`src/rtl/core/ffa_pkg.sv`:
```
// Shared types and constants of the first-fit block allocator.
package ffa_pkg;

    localparam int SIZE_W  = 11;
    localparam int START_W = 7;
    localparam int ADDR_W  = 10;

    localparam logic OP_ALLOC = 1'b0;
    localparam logic OP_FREE  = 1'b1;

    typedef struct packed {
        logic               operation;
        logic [SIZE_W-1:0]  size_bytes;
        logic [START_W-1:0] start_block;
    } t_req;

    typedef struct packed {
        logic              granted;
        logic [ADDR_W-1:0] byte_address;
    } t_rsp;

endpackage

```
`src/rtl/core/ffa_ram.sv`:
```
// Generic single-write, single-read RAM with registered read data.
module ffa_ram #(
    parameter int WIDTH = 1,
    parameter int DEPTH = 128
) (
    input  logic                     i_clk,
    input  logic                     i_we,
    input  logic [$clog2(DEPTH)-1:0] i_waddr,
    input  logic [WIDTH-1:0]         i_wdata,
    input  logic [$clog2(DEPTH)-1:0] i_raddr,
    output logic [WIDTH-1:0]         o_rdata
);

    logic [WIDTH-1:0] r_mem [DEPTH];
    logic [WIDTH-1:0] r_rdata;

    // one write port, one registered read port
    always_ff @(posedge i_clk) begin
        if (i_we) begin
            r_mem[i_waddr] <= i_wdata;
        end
        r_rdata <= r_mem[i_raddr];
    end

    assign o_rdata = r_rdata;

endmodule

```
`src/rtl/core/ffa_blkdiv.sv`:
```
// Bit-serial restoring divider by a constant, one quotient bit per cycle.
module ffa_blkdiv #(
    parameter int DIVISOR = 8,
    parameter int DVD_W   = 15
) (
    input  logic             i_clk,
    input  logic             i_rst_n,
    input  logic             i_start,
    input  logic [DVD_W-1:0] i_dividend,
    output logic             o_done,
    output logic [DVD_W-1:0] o_quotient
);

    localparam int R_W   = $clog2(DIVISOR) + 1;
    localparam int CNT_W = $clog2(DVD_W + 1);

    logic [DVD_W-1:0] r_dvd;
    logic [R_W-1:0]   r_rem;
    logic [CNT_W-1:0] r_cnt;
    logic             r_busy;
    logic             r_done;

    logic [R_W:0]     w_rem_sh;
    logic             w_qbit;
    logic [R_W:0]     w_rem_sub;

    // shift in the next dividend bit and try one subtract
    always_comb begin
        w_rem_sh  = {r_rem, r_dvd[DVD_W-1]};
        w_qbit    = (w_rem_sh >= (R_W+1)'(DIVISOR));
        w_rem_sub = w_qbit ? (w_rem_sh - (R_W+1)'(DIVISOR)) : w_rem_sh;
    end

    // step control
    always_ff @(posedge i_clk) begin
        if (!i_rst_n) begin
            r_busy <= 1'b0;
            r_done <= 1'b0;
            r_cnt  <= '0;
        end else begin
            r_done <= r_busy && (r_cnt == CNT_W'(1));
            if (i_start) begin
                r_busy <= 1'b1;
                r_cnt  <= CNT_W'(DVD_W);
            end else if (r_busy) begin
                r_cnt <= r_cnt - CNT_W'(1);
                if (r_cnt == CNT_W'(1)) begin
                    r_busy <= 1'b0;
                end
            end
        end
    end

    // dividend shifts out at the top while quotient bits enter at the bottom
    always_ff @(posedge i_clk) begin
        if (i_start) begin
            r_dvd <= i_dividend;
            r_rem <= '0;
        end else if (r_busy) begin
            r_dvd <= {r_dvd[DVD_W-2:0], w_qbit};
            r_rem <= R_W'(w_rem_sub);
        end
    end

    assign o_done     = r_done;
    assign o_quotient = r_dvd;

endmodule

```
`src/rtl/core/first_fit_block_allocator_top.sv`:
```
// Top level of the first-fit block allocator: control sequencer and occupancy map.
//
//  channel   dir  handshake                     payload
//  request   in   i_start, accepted if !o_busy  i_req (ffa_pkg::t_req)
//  result    out  o_done, one-cycle strobe      o_rsp (ffa_pkg::t_rsp)
//
// Every request yields one result. The block count comes from the serial
// divider; an allocate then scans the map one bit per cycle and marks the
// run one block per cycle; a free clears its run one block per cycle. After
// reset a clearing pass holds o_busy high. The result cannot be stalled;
// o_busy is low again in the cycle the strobe is shown.
module first_fit_block_allocator_top #(
    parameter int TOTAL_BLOCKS = 128,
    parameter int BLOCK_BYTES  = 8
) (
    input  logic          i_clk,
    input  logic          i_rst_n,
    input  logic          i_start,
    input  ffa_pkg::t_req i_req,
    output logic          o_busy,
    output logic          o_done,
    output ffa_pkg::t_rsp o_rsp
);

    import ffa_pkg::*;

    localparam int BLK_W = $clog2(TOTAL_BLOCKS);
    localparam int CNT_W = BLK_W + 1;
    localparam int DVD_W = SIZE_W + $clog2(BLOCK_BYTES + 1);
    localparam int CMP_W = ((DVD_W > CNT_W) ? DVD_W : CNT_W) + 1;
    localparam logic [ADDR_W-1:0] BB_ADDR = ADDR_W'(BLOCK_BYTES);

    typedef enum logic [4:0] {
        S_CLEAR = 5'b00001,
        S_IDLE  = 5'b00010,
        S_DIV   = 5'b00100,
        S_SCAN  = 5'b01000,
        S_WRITE = 5'b10000
    } t_state;

    t_state             r_state, n_state;
    logic               r_op, n_op;
    logic [START_W-1:0] r_start, n_start;
    logic [CNT_W-1:0]   r_len, n_len;
    logic [CNT_W-1:0]   r_scan_idx, n_scan_idx;
    logic               r_chk_vld, n_chk_vld;
    logic [CNT_W-1:0]   r_chk_idx, n_chk_idx;
    logic [CNT_W-1:0]   r_run_len, n_run_len;
    logic [CNT_W-1:0]   r_run_start, n_run_start;
    logic [ADDR_W-1:0]  r_run_addr, n_run_addr;
    logic [ADDR_W-1:0]  r_chk_addr, n_chk_addr;
    logic [CNT_W-1:0]   r_mark_idx, n_mark_idx;
    logic [CNT_W-1:0]   r_end, n_end;
    logic               r_wr_bit, n_wr_bit;
    logic [ADDR_W-1:0]  r_addr, n_addr;
    logic               r_done, n_done;
    t_rsp               r_rsp, n_rsp;

    logic               w_div_start;
    logic               w_div_done;
    logic [DVD_W-1:0]   w_quot;
    logic [DVD_W-1:0]   w_len;
    logic [CMP_W-1:0]   w_len_ext;
    logic [CMP_W-1:0]   w_end_sum;
    logic               w_ram_we;
    logic               w_ram_wdata;
    logic               w_used;
    logic [CNT_W-1:0]   w_run_inc;

    // block count: ceil(size / BLOCK_BYTES) on the serial divider
    assign w_div_start = (r_state == S_IDLE) && i_start;

    ffa_blkdiv #(
        .DIVISOR (BLOCK_BYTES),
        .DVD_W   (DVD_W)
    ) u_blkdiv (
        .i_clk      (i_clk),
        .i_rst_n    (i_rst_n),
        .i_start    (w_div_start),
        .i_dividend (DVD_W'(i_req.size_bytes) + DVD_W'(BLOCK_BYTES - 1)),
        .o_done     (w_div_done),
        .o_quotient (w_quot)
    );

    // occupancy map, one bit per block
    assign w_ram_we    = (r_state == S_CLEAR) || (r_state == S_WRITE);
    assign w_ram_wdata = (r_state == S_WRITE) ? r_wr_bit : 1'b0;

    ffa_ram #(
        .WIDTH (1),
        .DEPTH (TOTAL_BLOCKS)
    ) u_map (
        .i_clk   (i_clk),
        .i_we    (w_ram_we),
        .i_waddr (r_mark_idx[BLK_W-1:0]),
        .i_wdata (w_ram_wdata),
        .i_raddr (r_scan_idx[BLK_W-1:0]),
        .o_rdata (w_used)
    );

    // zero bytes still takes one block
    assign w_len     = (w_quot == '0) ? DVD_W'(1) : w_quot;
    assign w_len_ext = CMP_W'(w_len);
    assign w_end_sum = CMP_W'(r_start) + w_len_ext;
    assign w_run_inc = r_run_len + CNT_W'(1);

    // sequencer
    always_comb begin
        n_state     = r_state;
        n_op        = r_op;
        n_start     = r_start;
        n_len       = r_len;
        n_scan_idx  = r_scan_idx;
        n_chk_vld   = 1'b0;
        n_chk_idx   = r_chk_idx;
        n_run_len   = r_run_len;
        n_run_start = r_run_start;
        n_run_addr  = r_run_addr;
        n_chk_addr  = r_chk_addr;
        n_mark_idx  = r_mark_idx;
        n_end       = r_end;
        n_wr_bit    = r_wr_bit;
        n_addr      = r_addr;
        n_done      = 1'b0;
        n_rsp       = r_rsp;

        case (r_state)
            S_CLEAR: begin
                n_mark_idx = r_mark_idx + CNT_W'(1);
                if (r_mark_idx == CNT_W'(TOTAL_BLOCKS - 1)) begin
                    n_state = S_IDLE;
                end
            end
            S_IDLE: begin
                if (i_start) begin
                    n_op    = i_req.operation;
                    n_start = i_req.start_block;
                    n_state = S_DIV;
                end
            end
            S_DIV: begin
                if (w_div_done) begin
                    if (r_op == OP_ALLOC) begin
                        if (w_len_ext > CMP_W'(TOTAL_BLOCKS)) begin
                            // needs more blocks than exist
                            n_done  = 1'b1;
                            n_rsp   = '{granted: 1'b0, byte_address: '0};
                            n_state = S_IDLE;
                        end else begin
                            n_len       = CNT_W'(w_len);
                            n_scan_idx  = '0;
                            n_run_len   = '0;
                            n_run_start = '0;
                            n_run_addr  = '0;
                            n_chk_addr  = '0;
                            n_wr_bit    = 1'b1;
                            n_state     = S_SCAN;
                        end
                    end else if (CMP_W'(r_start) >= CMP_W'(TOTAL_BLOCKS)) begin
                        // free out of range clears nothing
                        n_done  = 1'b1;
                        n_rsp   = '{granted: 1'b1, byte_address: '0};
                        n_state = S_IDLE;
                    end else begin
                        n_mark_idx = CNT_W'(r_start);
                        n_end      = (w_end_sum > CMP_W'(TOTAL_BLOCKS)) ?
                                     CNT_W'(TOTAL_BLOCKS) : CNT_W'(w_end_sum);
                        n_wr_bit   = 1'b0;
                        n_addr     = '0;
                        n_state    = S_WRITE;
                    end
                end
            end
            S_SCAN: begin
                // issue one map read per cycle, check the previous one
                if (r_scan_idx < CNT_W'(TOTAL_BLOCKS)) begin
                    n_chk_vld  = 1'b1;
                    n_chk_idx  = r_scan_idx;
                    n_scan_idx = r_scan_idx + CNT_W'(1);
                end
                if (r_chk_vld) begin
                    n_chk_addr = r_chk_addr + BB_ADDR;
                    if (!w_used && (w_run_inc == r_len)) begin
                        n_chk_vld  = 1'b0;
                        n_mark_idx = r_run_start;
                        n_end      = r_run_start + r_len;
                        n_addr     = r_run_addr;
                        n_state    = S_WRITE;
                    end else begin
                        if (w_used) begin
                            n_run_len   = '0;
                            n_run_start = r_chk_idx + CNT_W'(1);
                            n_run_addr  = r_chk_addr + BB_ADDR;
                        end else begin
                            n_run_len = w_run_inc;
                        end
                        if (r_chk_idx == CNT_W'(TOTAL_BLOCKS - 1)) begin
                            // no fitting run
                            n_chk_vld = 1'b0;
                            n_done    = 1'b1;
                            n_rsp     = '{granted: 1'b0, byte_address: '0};
                            n_state   = S_IDLE;
                        end
                    end
                end
            end
            S_WRITE: begin
                // mark or clear the run one block per cycle
                n_mark_idx = r_mark_idx + CNT_W'(1);
                if (n_mark_idx == r_end) begin
                    n_done  = 1'b1;
                    n_rsp   = '{granted: 1'b1, byte_address: r_addr};
                    n_state = S_IDLE;
                end
            end
            default: begin
                n_state = S_IDLE;
            end
        endcase
    end

    // control registers
    always_ff @(posedge i_clk) begin
        if (!i_rst_n) begin
            r_state    <= S_CLEAR;
            r_chk_vld  <= 1'b0;
            r_done     <= 1'b0;
            r_mark_idx <= '0;
        end else begin
            r_state    <= n_state;
            r_chk_vld  <= n_chk_vld;
            r_done     <= n_done;
            r_mark_idx <= n_mark_idx;
        end
    end

    // working registers
    always_ff @(posedge i_clk) begin
        r_op        <= n_op;
        r_start     <= n_start;
        r_len       <= n_len;
        r_scan_idx  <= n_scan_idx;
        r_chk_idx   <= n_chk_idx;
        r_run_len   <= n_run_len;
        r_run_start <= n_run_start;
        r_run_addr  <= n_run_addr;
        r_chk_addr  <= n_chk_addr;
        r_end       <= n_end;
        r_wr_bit    <= n_wr_bit;
        r_addr      <= n_addr;
        r_rsp       <= n_rsp;
    end

    assign o_busy = (r_state != S_IDLE);
    assign o_done = r_done;
    assign o_rsp  = r_rsp;

    // checks
    a_done_idle: assert property (@(posedge i_clk) disable iff (!i_rst_n)
        o_done |-> !o_busy)
        else $error("result strobe while still busy");

    a_accept_busy: assert property (@(posedge i_clk) disable iff (!i_rst_n)
        (i_start && !o_busy) |=> o_busy)
        else $error("accepted item did not raise busy");

    a_fail_addr: assert property (@(posedge i_clk) disable iff (!i_rst_n)
        (o_done && !o_rsp.granted) |-> (o_rsp.byte_address == '0))
        else $error("failed allocation carries an address");

    a_free_rsp: assert property (@(posedge i_clk) disable iff (!i_rst_n)
        (o_done && (r_op == OP_FREE)) |-> (o_rsp.granted && (o_rsp.byte_address == '0)))
        else $error("free result not granted with zero address");

endmodule

```
`config.mk`:
```
export PLATFORM = sky130hd
export DESIGN_NAME = first_fit_block_allocator_top
export DESIGN_NICKNAME = d
export VERILOG_FILES = /design/src/rtl/core/ffa_pkg.sv /design/src/rtl/core/ffa_ram.sv /design/src/rtl/core/ffa_blkdiv.sv /design/src/rtl/core/first_fit_block_allocator_top.sv
export SDC_FILE = /design/constraint.sdc
export NUM_CORES = 1
export LEC_CHECK = 0
export BUFFER_PORTS_ARGS = -buffer_cell sky130_fd_sc_hd__buf_2
export CAP_MARGIN = 30
export CORE_UTILIZATION = 55
export DETAILED_ROUTE_END_ITERATION = 7
export HOLD_SLACK_MARGIN = 0.05
export PLACE_DENSITY_LB_ADDON = 0.2
export SYNTH_ARGS = -nofsm -noshare
export SYNTH_HDL_FRONTEND = slang
export SYNTH_SLANG_ARGS = --single-unit
```
`constraint.sdc`:
```
create_clock -name i_clk -period 4.4 [get_ports i_clk]
set_clock_uncertainty 0.2 [all_clocks]
set_input_delay 0.88 -clock i_clk [delete_from_list [all_inputs] [get_ports i_clk]]
set_output_delay 0.88 -clock i_clk [all_outputs]
set_load 0.1 [all_outputs]
```
### Yosys cells after proc, flatten, opt, wreduce, memory -nomap -nowiden

Memories as Yosys holds them, arrays and structs flattened. A register that Yosys moved wholly into a read port is not among the register bits.
Cells that the tools add are included.

| word-level totals | value |
|---|---|
| flip-flop bits (word level) | 138 |
| RAM bits | 128 |
| bits of input ports | 22 |
| output and inout port bits | 13 |
| logic and storage cells | 172 |
| memories | 1 |

| operators by class | value |
|---|---|
| add/sub/neg operators | 10 |
| $lt $le $gt $ge | 4 |
| equality and inequality tests | 27 |
| multiplexer cells | 81 |
| bitwise operators | 2 |
| reductions and logical operators | 24 |

Memories:

| name | depth | width | read ports | clocked after Yosys merged registers in | wr ports | line | text |
|---|---|---|---|---|---|---|---|
| u_map.r_mem | 128 | 1 | 1 | 1 | 1 | ffa_ram.sv:14 | `logic [WIDTH-1:0] r_mem [DEPTH];` |

Operators with widths:

| kind | count |
|---|---|
| $mux 8 | 19 |
| $mux 10 | 11 |
| $mux 11 | 7 |
| $pmux 8 s2 | 4 |
| $pmux 10 s2 | 3 |
| $mux 15 | 3 |
| $mux 5 | 8 |
| $pmux 11 s3 | 1 |
| $add 8x1->8 const B | 4 |
| $pmux 5 s5 | 1 |
| $pmux 8 s3 | 1 |
| $ne 2x2->1 const B | 11 |
| $reduce_and 5->1 | 4 |
| $mux 1 | 18 |
| $add 7x15->16 | 1 |
| $eq 8x7->1 const B | 2 |
| $eq 8x8->1 | 2 |
| $gt 16x8->1 const B | 1 |
| $mux 4 | 4 |
| $gt 15x8->1 const B | 1 |
| $logic_not 15->1 | 1 |
| $add 11x3->12 const B | 1 |
| $reduce_and 6->1 | 2 |
| $add 10x4->10 const B | 1 |
| 27 further kinds | 37 |

### Logic depth before layout (Yosys ltp)

| logic depth | value |
|---|---|
| depth in word-level cells | 8 |
| gate-level depth with buffers | 14 |
| gate-level depth less buffers | 13 |

### Modules after synthesis

A second synthesis with hierarchy kept.

| second synthesis, totals | value |
|---|---|
| cell total of the unflattened synthesis | 1002 |
| area, all modules | 12861.1 µm² |

Modules (own cells, without submodules):

| module | instances | cells an instance | area each (µm²) | seq. area each (µm²) |
|---|---|---|---|---|
| first_fit_block_allocator_top | 1 | 532 | 6084.6 | 3243.1 |
| ffa_ram | 1 | 395 | 5719.2 | 3863.7 |
| ffa_blkdiv | 1 | 75 | 1057.3 | 650.6 |

### Least setup slack after synthesis

OpenSTA, ideal clock, no wires.

| timing | value |
|---|---|
| kind | reg2reg |
| from | reg u_blkdiv.r_dvd[9] (netlist: u_blkdiv.o_quotient[9]) |
| to | reg r_end[7], data pin |
| library setup time | 0.272 ns |
| arrival time | 2.992 ns |
| required time | 3.928 ns |
| path slack | 0.935 ns |
| stages on the path, launching flop included | 15 |
| buffers on the path | 1 |
| period minus slack after synthesis | 3.465 ns |
| cells stage by stage | edfxtp_1 -> clkbuf_1 -> nor3_1 -> nand3b_1 -> o31ai_1 -> ha_1 -> inv_1 -> fa_1 -> nor2b_1 -> o31a_1 -> o31a_1 -> o21ai_0 -> mux2_2 -> nor4_1 -> a32oi_1 |

| on the way | value |
|---|---|
| cells in the longest elaborated chain, start to end | 8 |

RTL lines:

| item | line | text |
|---|---|---|
| from (decl) | ffa_blkdiv.sv:17 | `logic [DVD_W-1:0] r_dvd;` |
| from (signal assigned) | ffa_blkdiv.sv:57 | `r_dvd <= i_dividend;` |
| from (signal assigned) | ffa_blkdiv.sv:60 | `r_dvd <= {r_dvd[DVD_W-2:0], w_qbit};` |
| $logic_not 15->1 (*) | first_fit_block_allocator_top.sv:102 | `assign w_len = (w_quot == '0) ? DVD_W'(1) : w_quot;` |
| $mux 15 (*) | first_fit_block_allocator_top.sv:102 |  |
| net w_len[0] | first_fit_block_allocator_top.sv:62 | `logic [DVD_W-1:0] w_len;` |
| $add 7x15->16 (*) | first_fit_block_allocator_top.sv:104 | `assign w_end_sum = CMP_W'(r_start) + w_len_ext;` |
| $gt 16x8->1 | first_fit_block_allocator_top.sv:166 | `n_end = (w_end_sum > CMP_W'(TOTAL_BLOCKS)) ?` |
| $mux 8 (*) | first_fit_block_allocator_top.sv:166 |  |
| $mux 8 (*) | first_fit_block_allocator_top.sv:143 | `if (r_op == OP_ALLOC) begin` |
| $mux 8 (*) | first_fit_block_allocator_top.sv:142 | `if (w_div_done) begin` |
| $pmux 8 s2 (*) | first_fit_block_allocator_top.sv:127 | `case (r_state)` |
| net n_end[7] | first_fit_block_allocator_top.sv:53 | `logic [CNT_W-1:0] r_end, n_end;` |
| to (signal assigned) | first_fit_block_allocator_top.sv:248 | `r_end <= n_end;` |
| to (decl) | first_fit_block_allocator_top.sv:53 |  |

The timed path passes the listed nets; every way through them passes the cells marked *. The select of a mux whose other input is x is not followed.
A chain may end at the register's enable or synchronous reset.

### Final worst setup path

Ends and elaborated chain as after synthesis.

==> flow_summary.toml <==
[cts]
post-cts-setup-buffers = 0
cts-root-buf = "clkbuf_16"
numCtsBuffers = 27
postCtsResizedCells = 0
cts_tree = "done"
cts.path.max_buffers = 3
htree_levels = 1
clk_pin_slew_worst_paths_ns = 0.06
holdBufCountCts = 0
insertion_delay_ns = 0.54
cts_num_sinks = 267

[grt]
grt_pass1_vias = 7722
grt_max_degree = 106
grtUsageTotal_pct = 22.1
overflow = 0
antenna_found_initial = 0
grt_pass1_wl_um = 40900

[sta]
hold_violations = 0
setup_viol = 0
setup_tns_ns = 0
worstMarginPinSlew_ns = 0.913
fmax_ghz = 0.251
relSlewSlack_pct = 38.9
rsz0062_at_grt = "false"
fin_crit_sh_pct = 90.5
drv_slew = 0
period_minus_slack_ns = 3.98

[synth]
synth_area_sq_um = 12800
yosys_warnings = 0
syn_inst = 1018
synthMuxAreaShare_pct = 8.57
synth_simple_gate_area_share_pct = 14.3
synth_area_leader_cell = "edfxtp_1"
syn_area_per_cell_sq_um = 12.6
synth_top_family_by_area = "simple AND/OR/NAND/NOR gates"
synth_area_leaders = "edfxtp_1 56%, mux4_2 7.4%, nor2_1 5.4%, dfxtp_1 4.1%, nand2_1 2.3%"
synth_top_area_share_pct = 56.5
ys_ff_latch = 267
synth_xor_area_share_pct = 5.44
synth-edff-count = 241
syn-num-nets = 1064
synthArstFlopShare_pct = 0
synth-compound-area-share_pct = 6.05
seq_area_frac_synth_pct = 60.5
netlist-cell-type-count = 60
ys.flop_type = "edfxtp_1"
synthAdderAreaFrac_pct = 2.46

[cells_and_area]
postLayoutCoreUtil_pct = 62.1
fin_nets = 1083
area_growth_pct = 10.3
antenna_cells = 0
final_common_cell = "edfxtp_1"
layout_common_cells = "241 x edfxtp_1, 182 x nor2_1, 77 x nand2_1"
final_layout_size_suffix_gt1_share_pct = 13.6

[placement]
port_buffers = 34
place.gp.congestion = 0.867
dp_hpwl_um = 17100

[drt]
num_vias = 7978
viasPerCell = 5.82
dr.pass1.iters = 7
ant_nets = 0
drtIter0Drc = 715
drc = 0
routed_wl_um = 25700
wl_per_cell_um = 18.7

[die]
core_area_sq_um = 22800
core.rowCount = 55
start_util_pct = 56.3
die_w_um = 155
die-height_um = 155
floorplan.io_pins = 35
dieArea_sq_um = 23900

[status]
outcome = "finished clean"

[critical_path]
end_kind = "flip-flop"
arrival_ns = 4.05
cp-start-kind = "flip-flop"
cp_max_fo = 7
crit_type = "flip-flop to flip-flop"
required_ns = 4.47

[power]
power.density_nw_per_um2 = 357
vdd_drop_max_mv = 0.297
p_leak_nw = 4.56

[job]
max_cap_viol_count = 0

[min_path]
hold_path_class = "flip-flop to flip-flop"
[path summary, 6_finish.rpt]
kind	startpoint	endpoint	slack (ns)	cells after the start
setup / recovery	u_blkdiv.o_quotient[9]	r_end[7]	0.42	13
hold / removal	u_blkdiv.r_rem[3]	u_blkdiv.r_rem[3]	0.28	1
hold reg to reg	u_blkdiv.r_rem[3]	u_blkdiv.r_rem[3]	0.28	1
setup reg to reg	u_blkdiv.o_quotient[9]	r_end[7]	0.42	13
[layout make-up]
class                           instances  area [sq um]
Fill cell                            1778          8630
Tap cell                              313           392
Inverter                               23          86.3
Clock inverter                         19           170
Timing Repair Buffer                   50           323
Multi-Input combinational cell        668          4730
Clock buffer                           30           687
Sequential cell                       267          7760
[cell families after synthesis]
logic type	Yosys count
simple gates	403
flops	267
compound gates	119
buf+inv	83
xor+xnor	65
mux	57
fa+ha+maj	24
[state kept, by name, summed over array words and instances (netlist names), 4 cells and up]
| signal | count |
|---|---|
| u_map.r_mem | 128 |
| u_blkdiv.o_quotient | 15 |
| o_rsp | 11 |
| r_addr | 10 |
| r_chk_addr | 10 |
| r_run_addr | 10 |
| r_chk_idx | 8 |
| r_end | 8 |
| r_len | 8 |
| r_mark_idx | 8 |
| r_run_len | 8 |
| r_run_start | 8 |
| r_scan_idx | 8 |
| r_start | 7 |
| r_state | 5 |
| u_blkdiv.r_cnt | 4 |
| u_blkdiv.r_rem | 4 |
[stage by stage]
step	total power [mW]	instances	setup slack (ns)	hold WS (ns)	cell area, sq um
after floorplan	2.84	1018	0.935	0.241	12800
after global placement	2.88	1320	0.621	0.261	13300
after detailed placement	2.88	1321	0.506	0.270	13300
after CTS	5.09	1370	0.483	0.284	14100
after global routing	5.19	1370	0.162	0.297	14100
final	5.05	1370	0.420	0.281	14100
[worst max-delay path: stages, from the launching register on]
cell	delay [ns]
edfxtp_1	0.49
nor3_1	0.32
nand3b_1	0.18
o31ai_1	0.38
ha_1	0.27
inv_1	0.07
fa_1	0.40
nor2b_1	0.16
o31a_1	0.19
o31a_1	0.25
o21ai_0	0.13
mux2_2	0.29
nor4_1	0.26
a32oi_1	0.13
[where the power goes]
| group | internal, mW | leakage, nW | switching, mW | total, mW |
|---|---|---|---|---|
| registers | 2.73 | 2.09 | 0.00992 | 2.74 |
| clock network | 1.29 | 0.409 | 0.931 | 2.22 |
| logic | 0.0289 | 2.06 | 0.0550 | 0.0839 |
| total | 4.05 | 4.56 | 0.996 | 5.05 |
[Yosys cell counts (20+ instances only)]
| cell | number |
|---|---|
| a21oi_1 | 20 |
| and2_1 | 20 |
| clkbuf_1 | 50 |
| dfxtp_1 | 26 |
| edfxtp_1 | 241 |
| ha_1 | 22 |
| inv_1 | 22 |
| mux4_2 | 42 |
| nand2_1 | 77 |
| nand3_1 | 31 |
| nor2_1 | 183 |
| nor3_1 | 20 |
| o21ai_0 | 38 |
| xnor2_1 | 28 |
| xor2_1 | 28 |
[metal layers]
layer	global-route usage (%)	share of wire, %
met3	3.28	5.3
met5	0	0
met1	32.1	46
met2	35.3	47
met4	5.52	1.8
No activity file was read; power rests on OpenSTA's default activity.
